===== src/design/txc_pkg.sv =====
// Shared types and constants for the text console writer.
// Holds the transfer payload structs, operation and state codes, and the
// command/status structs between the controller and the datapath.
package txc_pkg;

  localparam logic [7:0] NEWLINE_CODE = 8'd10;
  localparam logic [7:0] BLANK_CHAR   = 8'h20;
  localparam logic [7:0] RESET_ATTR   = 8'd15;

  typedef enum logic [1:0] {
    OP_PUT   = 2'd0,
    OP_CLEAR = 2'd1,
    OP_READ  = 2'd2,
    OP_NONE  = 2'd3
  } txc_op_t;

  typedef struct packed {
    logic [1:0]  op;
    logic [7:0]  char_code;
    logic [7:0]  attribute;
    logic [10:0] cell_index;
  } txc_in_t;

  typedef struct packed {
    logic [10:0] cursor_position;
    logic [4:0]  cursor_line;
    logic [6:0]  cursor_column;
    logic        did_scroll;
    logic [7:0]  cell_char;
    logic [7:0]  cell_color;
  } txc_out_t;

  typedef enum logic [2:0] {
    ST_INIT,
    ST_IDLE,
    ST_PUT,
    ST_SCROLL,
    ST_FILL,
    ST_READ,
    ST_EMIT
  } txc_state_t;

  typedef struct packed {
    logic load;        // latch the accepted item
    logic clr_start;   // home cursor, arm the fill sweep with the live attribute
    logic put;         // write the character and move the cursor
    logic scroll_step; // one step of the scroll sweep
    logic fill_step;   // one step of the blank fill
    logic read_issue;  // issue the cell read
    logic emit;        // load the result register
  } txc_cmd_t;

  typedef struct packed {
    logic put_scroll;
    logic sweep_last;
    logic fill_last;
    logic out_free;
  } txc_status_t;

endpackage


===== src/design/txc_ctrl.sv =====
// Controller state machine for the text console writer.
// Uses txc_pkg; drives txc_cmd_t into the datapath and reads txc_status_t.
module txc_ctrl (
  input  logic                 clk,
  input  logic                 rst,
  input  logic                 in_valid,
  input  logic [1:0]           in_op,
  output logic                 in_stall,
  input  txc_pkg::txc_status_t status,
  output txc_pkg::txc_cmd_t    cmd,
  output txc_pkg::txc_state_t  state
);
  import txc_pkg::*;

  txc_state_t state_next;
  logic       accept;

  always_ff @(posedge clk) begin
    if (rst) begin
      state <= ST_INIT;
    end else begin
      state <= state_next;
    end
  end

  assign in_stall = (state != ST_IDLE);
  assign accept   = in_valid && !in_stall;

  always_comb begin
    state_next = state;
    cmd        = '0;
    case (state)
      ST_INIT: begin
        cmd.fill_step = 1'b1;
        if (status.fill_last) begin
          state_next = ST_IDLE;
        end
      end
      ST_IDLE: begin
        if (accept) begin
          cmd.load = 1'b1;
          case (txc_op_t'(in_op))
            OP_PUT: begin
              state_next = ST_PUT;
            end
            OP_CLEAR: begin
              cmd.clr_start = 1'b1;
              state_next    = ST_FILL;
            end
            OP_READ: begin
              state_next = ST_READ;
            end
            default: begin
              state_next = ST_EMIT;
            end
          endcase
        end
      end
      ST_PUT: begin
        cmd.put = 1'b1;
        state_next = status.put_scroll ? ST_SCROLL : ST_EMIT;
      end
      ST_SCROLL: begin
        cmd.scroll_step = 1'b1;
        if (status.sweep_last) begin
          state_next = ST_EMIT;
        end
      end
      ST_FILL: begin
        cmd.fill_step = 1'b1;
        if (status.fill_last) begin
          state_next = ST_EMIT;
        end
      end
      ST_READ: begin
        cmd.read_issue = 1'b1;
        state_next     = ST_EMIT;
      end
      ST_EMIT: begin
        // hold until the result register is free
        if (status.out_free) begin
          cmd.emit   = 1'b1;
          state_next = ST_IDLE;
        end
      end
      default: begin
        state_next = ST_IDLE;
      end
    endcase
  end

endmodule


===== config.mk =====
export PLATFORM = sky130hd
export DESIGN_NAME = txc_ctrl
export DESIGN_NICKNAME = d
export VERILOG_FILES = /design/src/design/txc_pkg.sv /design/src/design/txc_ctrl.sv
export SDC_FILE = /design/constraint.sdc
export NUM_CORES = 1
export LEC_CHECK = 0
export ABC_AREA = 1
export BUFFER_PORTS_ARGS = -buffer_cell sky130_fd_sc_hd__clkbuf_2
export CAP_MARGIN = 20
export CELL_PAD_IN_SITES_DETAIL_PLACEMENT = 0
export CELL_PAD_IN_SITES_GLOBAL_PLACEMENT = 1
export CORE_MARGIN = 5
export CORE_UTILIZATION = 26
export DETAILED_ROUTE_END_ITERATION = 12
export PLACE_DENSITY = 0.75
export SETUP_SLACK_MARGIN = 0.1
export SYNTH_ARGS = -nofsm -noshare
export SYNTH_HDL_FRONTEND = slang
export SYNTH_SLANG_ARGS = --single-unit
export TNS_END_PERCENT = 50

===== constraint.sdc =====
create_clock -name clk -period 1.54 [get_ports clk]
set_input_delay 0.308 -clock clk [delete_from_list [all_inputs] [get_ports clk]]
set_output_delay 0.308 -clock clk [all_outputs]
set_load 0.02 [all_outputs]

Yosys cells after proc, flatten, opt, wreduce, memory -nomap -nowiden
Index checks and enable logic that the tools add are counted.

storage, ports and cells
  bits in registers = 3
  word-level logic and storage cells = 38
  output and inout bits = 11

operators by class
  eq/ne operators = 14
  mux-type cells = 17
  reduce and logical (&&, ||, !) cells = 6

operators with widths
  operator                                                number
  one-hot mux 3 bit (7 select lines)                      1
  two-way mux 3 bit                                       6
  inequality test 2 bit (second input constant)           5
  == test 3 bit (second input constant)                   3
  one-hot mux 3 bit (3 select lines)                      1
  two-way mux 1 bit                                       7
  == test 3 x 2 -> 1 bit (second input constant)          2
  AND reduction 5 bit                                     1
  two-way mux 2 bit                                       2
  == test 3 x 1 -> 1 bit (second input constant)          1
  logical NOT 3 bit                                       1
  inequality test 3 x 1 -> 1 bit (second input constant)  1
  == test 2 x 1 -> 1 bit (second input constant)          1
  == test 2 bit (second input constant)                   1
  logical NOT 2 bit                                       1
  OR reduction 2 bit                                      1
  logical AND 1 bit                                       1
  logical NOT 1 bit                                       1

Longest topological paths before layout
  depth after elaboration = 5
  mapped depth = 9
  mapped depth without buffers = 8

Worst setup path after synthesis
OpenSTA, ideal clock, no wires.

  path kind = register to output
  start = register state[0]
  end = output cmd[5] (netlist name)
  required time = 1.232 ns
  arrival time = 1.349 ns
  buffers on the path = 0
  path slack = -0.117 ns
  cell stages (with the launch flop) = 3
  cell sequence = dfxtp_1 -> nand3_4 -> nor3b_1

RTL lines
  what                      RTL line        text
  start: declaration        txc_ctrl.sv:11  output txc_pkg::txc_state_t state
  start signal: assignment  txc_ctrl.sv:22  state <= state_next;
  end: declaration          txc_ctrl.sv:10  output txc_pkg::txc_cmd_t cmd,

==> run summary <==
The flop and latch count out of synthesis is 3. The clock net in this run drives a total of 3 sinks. Of the post-synthesis cell area, the dominant cell type holds 18.31%. The net switching power of the design is 0.4212 mW. The count of buffers added on input and output ports is 19. Setup repair after global routing could not meet its margin everywhere. The clock latency at the later pin of the worst-skew pair is between 0.2 and 0.25 ns. The standard cell core area is 1318 µm².

The worst setup path is launched from a register. The number of buffers added by the clock tree synthesis step came out at 3. The slack of the worst reg-to-reg path is 0.31 ns. Setup violations remaining at the end of the flow were counted as 0. The floorplan step defined a die boundary enclosing about 2300 µm².

The floorplan has 13 rows. The number of hold buffers added after CTS was 0. Yosys mapped the design onto 18 distinct sky130hd cell types. The length of the first detailed-routing pass in iterations came out at 4. The share of post-route cells with drive strength above 1 came out at between 40% and 50%. The leakage power figure is ~0.35 nW.

The via count of the first global-routing pass came to around 410. Adding up every negative setup slack in the final design gives 0 ns. The clock arrives with 0.004756 ns of skew.

The global route total overflow is 0. The post-synthesis instance total came out at 65. The first global-routing pass estimated 1580 µm of wire. Power comes to 0.8691 mW. Counting along the longest clock path gives a buffer depth of 2. The power per cell area is around 1400 nW/µm². In this run the worst setup path begins at state[1]. At the end of routability-driven placement, the weighted congestion stood at 0.7820. For hold timing, the worst endpoint is state[1]. The kind of end point of the critical path is a primary output. The post-synthesis instance area came out at 369.1 µm². The footprint of the flip-flops and latches came out at 71.32 µm². The cell count after placement came out at 98. The maximum vdd ir drop came out at 454.5 µV.

The internal power component came out at around 0.45 mW. The logic gate share of total power is 64.3%. The number of flip-flops in the largest register came out at 3. The largest registers in the layout are state (3).

The overall die width is ~48 µm. The signal arrival time at the worst endpoint came out at 1.13 ns. The initial cell density of the core is 28.02%.

The detailed-route vias per instance is around 4.2. The power share of the clock group is 15.9%. The area of combinational cells with multiple inputs came out at 265.3 µm². The cell count of the worst hold path is 2. Sequential cells account for 19.8% of the total power. The filler cells instantiated in the layout total 144.

The largest net degree at the start of global routing is 9. The biggest fanout along the worst timing path is 6. In the final routed layout, each cell accounts on average for 9.550 µm. Of all flip-flops after synthesis, the portion carrying an async set or reset was 0%. The number of flops mapped to enable cells by yosys is 0. The half-perimeter wire length after detailed placement came out at 799.3 µm.

Wires add up to 1041 µm. The initial antenna violation count came out at 0. CTS placed an instance of sky130_fd_sc_hd__clkbuf_4 at the clock tree root. Clock-pin slew was measured on the worst setup and hold paths at 0.04 ns. The I/O pin count is 20. For the worst setup path, the data required time is 1.23 ns. The min-delay analysis places its worst path in the category input port to register. The worst-margin pin slew came out at 0.1602 ns. The post-route antenna net violation count came out at 0. The average cell area after synthesis is 5.679 µm².

The portion of the post-synthesis area used by sequential elements came out at 16.27%. The post-route DRC violation count is 0. The number of nets in the synthesized netlist is 77.

In this run switching power makes up 48.46% of total power. The utilization after layout came out at 46.44%. TritonCTS built the clock tree. For the worst flop-to-flop path, the logic depth is 8. The max-capacitance violation count came out at 0.

The yosys synthesis warning count came out at 0. The floorplan die height came out at 47.68 µm. The worst slew slack as a fraction of its limit came out at 89.28%.

The net count of the finished layout is 107. The terminus of the critical flop-to-flop path is state[2]. The time the final worst path needs with I/O delays and setup is 1.436 ns. In the global route stage, overall resource usage came out at 9.947%. For this run, the number of standard cells in the final layout without fillers is 109. For this run, the leading register cell type out of synthesis is sky130_fd_sc_hd__dfxtp_1.

The detailed router placed 459 vias in this run. The hold violation count in the final report was 0. Sorting the synthesized cells by area gives the leading types as sky130_fd_sc_hd__nand2_1, sky130_fd_sc_hd__dfxtp_1, sky130_fd_sc_hd__ha_1, sky130_fd_sc_hd__inv_1, sky130_fd_sc_hd__nor2_1. The run finished with clean final reports. By count the netlist is led by sky130_fd_sc_hd__nand2_1, sky130_fd_sc_hd__inv_1, sky130_fd_sc_hd__nor2_1.

The source of the worst hold timing path is rst. The number of H-tree levels came out at 1. In this run the critical register-to-register path is launched from state[1]. The antenna diode instance count is 0. The max-slew violation count came out at 0. The setup path with the least slack is of type register to primary output.

The share of the clock period used by the worst path came out at about 93%. The number of DRC markers in iteration 0 came out at 6. The upper clock frequency limit came out at 696.2 MHz. More flip-flops sit in one register than any other, and that register is state. The most numerous cell in the Yosys netlist is sky130_fd_sc_hd__nand2_1.

The area growth from synthesis to final layout is 65.76%. The dominant cell type by area after synthesis is sky130_fd_sc_hd__nand2_1.
-- final cells by class --
type / count / share of cell area [%]
clock buffers: 4 / 4.294
well taps: 15 / 3.067
multi-input cells: 46 / 43.35
flip-flops and latches: 3 / 11.66
inverters: 15 / 10.02
repair buffers: 26 / 27.61
-- layer usage --
metal | vias to the layer above | wire [µm] | global-route usage [%]
li1 | 253 | - | -
met1 | 201 | 438 | 11.09
met2 | 5 | 561 | 16.84
met3 | 0 | 41 | 2.256
met4 | 0 | 0 | 6.452
met5 | - | 0 | 0
-- critical path: stages (launching register included) --
cell and delay [ns]:
sky130_fd_sc_hd__dfxtp_4 0.35, sky130_fd_sc_hd__inv_4 0.09, sky130_fd_sc_hd__nand3_4 0.10, sky130_fd_sc_hd__nor3b_4 0.18, sky130_fd_sc_hd__clkbuf_8 0.17
-- cells by family (layout without fill, tap and decap cells) --
family	after synthesis	count (layout)	synth area share, %
simple gates	41	41	54.24
buf+inv	16	45	16.61
fa+ha+maj	3	3	10.17
flops	3	3	16.27
compound gates	2	2	2.712
-- power groups by stage --
stage	registers [mW]	logic [mW]	clock network (mW)
6_report	0.172	0.559	0.138
5_1_grt	0.181	0.616	0.144
4_1_cts	0.175	0.521	0.140
3_5_place_dp	0.168	0.442	0
3_3_place_gp	0.167	0.450	0
2_1_floorplan	0.177	0.314	0
-- stage by stage --
stage | area [µm²] | hold slack, ns | setup slack, ns
after global placement | 496.7 | 0.5069 | 0.2435
after detailed placement | 496.7 | 0.5077 | 0.2196
after CTS | 591.8 | 0.2542 | 0.1004
final | 611.8 | 0.2535 | 0.1037
after global routing | 611.8 | 0.2598 | 0.05903
after floorplan | 387.9 | 0.3771 | 0.1064
-- how the worst max path moves through the flow --
stage | slack (ns) | depth (start not counted) | endpoint
2_1_floorplan | 0.11 | 8 | state[2]
3_3_place_gp | 0.24 | 4 | cmd[5]
3_5_place_dp | 0.22 | 4 | cmd[5]
4_1_cts | 0.10 | 4 | cmd[5]
5_1_grt | 0.06 | 4 | cmd[5]
6_report | 0.10 | 4 | cmd[5]
-- placed cells by master, fill, tap and decap left out --
cell type,Yosys,layout
sky130_fd_sc_hd__nor2_1,10,10
sky130_fd_sc_hd__nand3_4,1,1
sky130_fd_sc_hd__buf_4,0,6
sky130_fd_sc_hd__clkbuf_1,0,1
sky130_fd_sc_hd__buf_12,0,1
sky130_fd_sc_hd__nand3b_1,1,1
sky130_fd_sc_hd__nand2_1,18,18
sky130_fd_sc_hd__clkinv_1,1,1
sky130_fd_sc_hd__inv_1,10,10
sky130_fd_sc_hd__dfxtp_4,0,3
sky130_fd_sc_hd__nor3_4,0,1
sky130_fd_sc_hd__clkbuf_8,0,1
sky130_fd_sc_hd__a21oi_1,2,2
sky130_fd_sc_hd__ha_1,3,3
sky130_fd_sc_hd__nand2_2,1,1
sky130_fd_sc_hd__nand4_1,3,3
sky130_fd_sc_hd__nor3b_4,0,1
sky130_fd_sc_hd__clkbuf_2,0,18
sky130_fd_sc_hd__nor2_2,1,1
sky130_fd_sc_hd__or2_0,1,1
sky130_fd_sc_hd__inv_2,4,2
sky130_fd_sc_hd__inv_4,0,2
sky130_fd_sc_hd__clkbuf_4,0,3
sky130_fd_sc_hd__nand3_1,3,3
-- timing repair --
action / CTS / global route
resized for setup: 9 / 0
cloned: 0 / 0
buffers inserted: 6 / 1
pin swaps: 1 / 1
setup endpoints to repair: 5 / 3
Note: power is estimated with default switching activity, not from simulation.
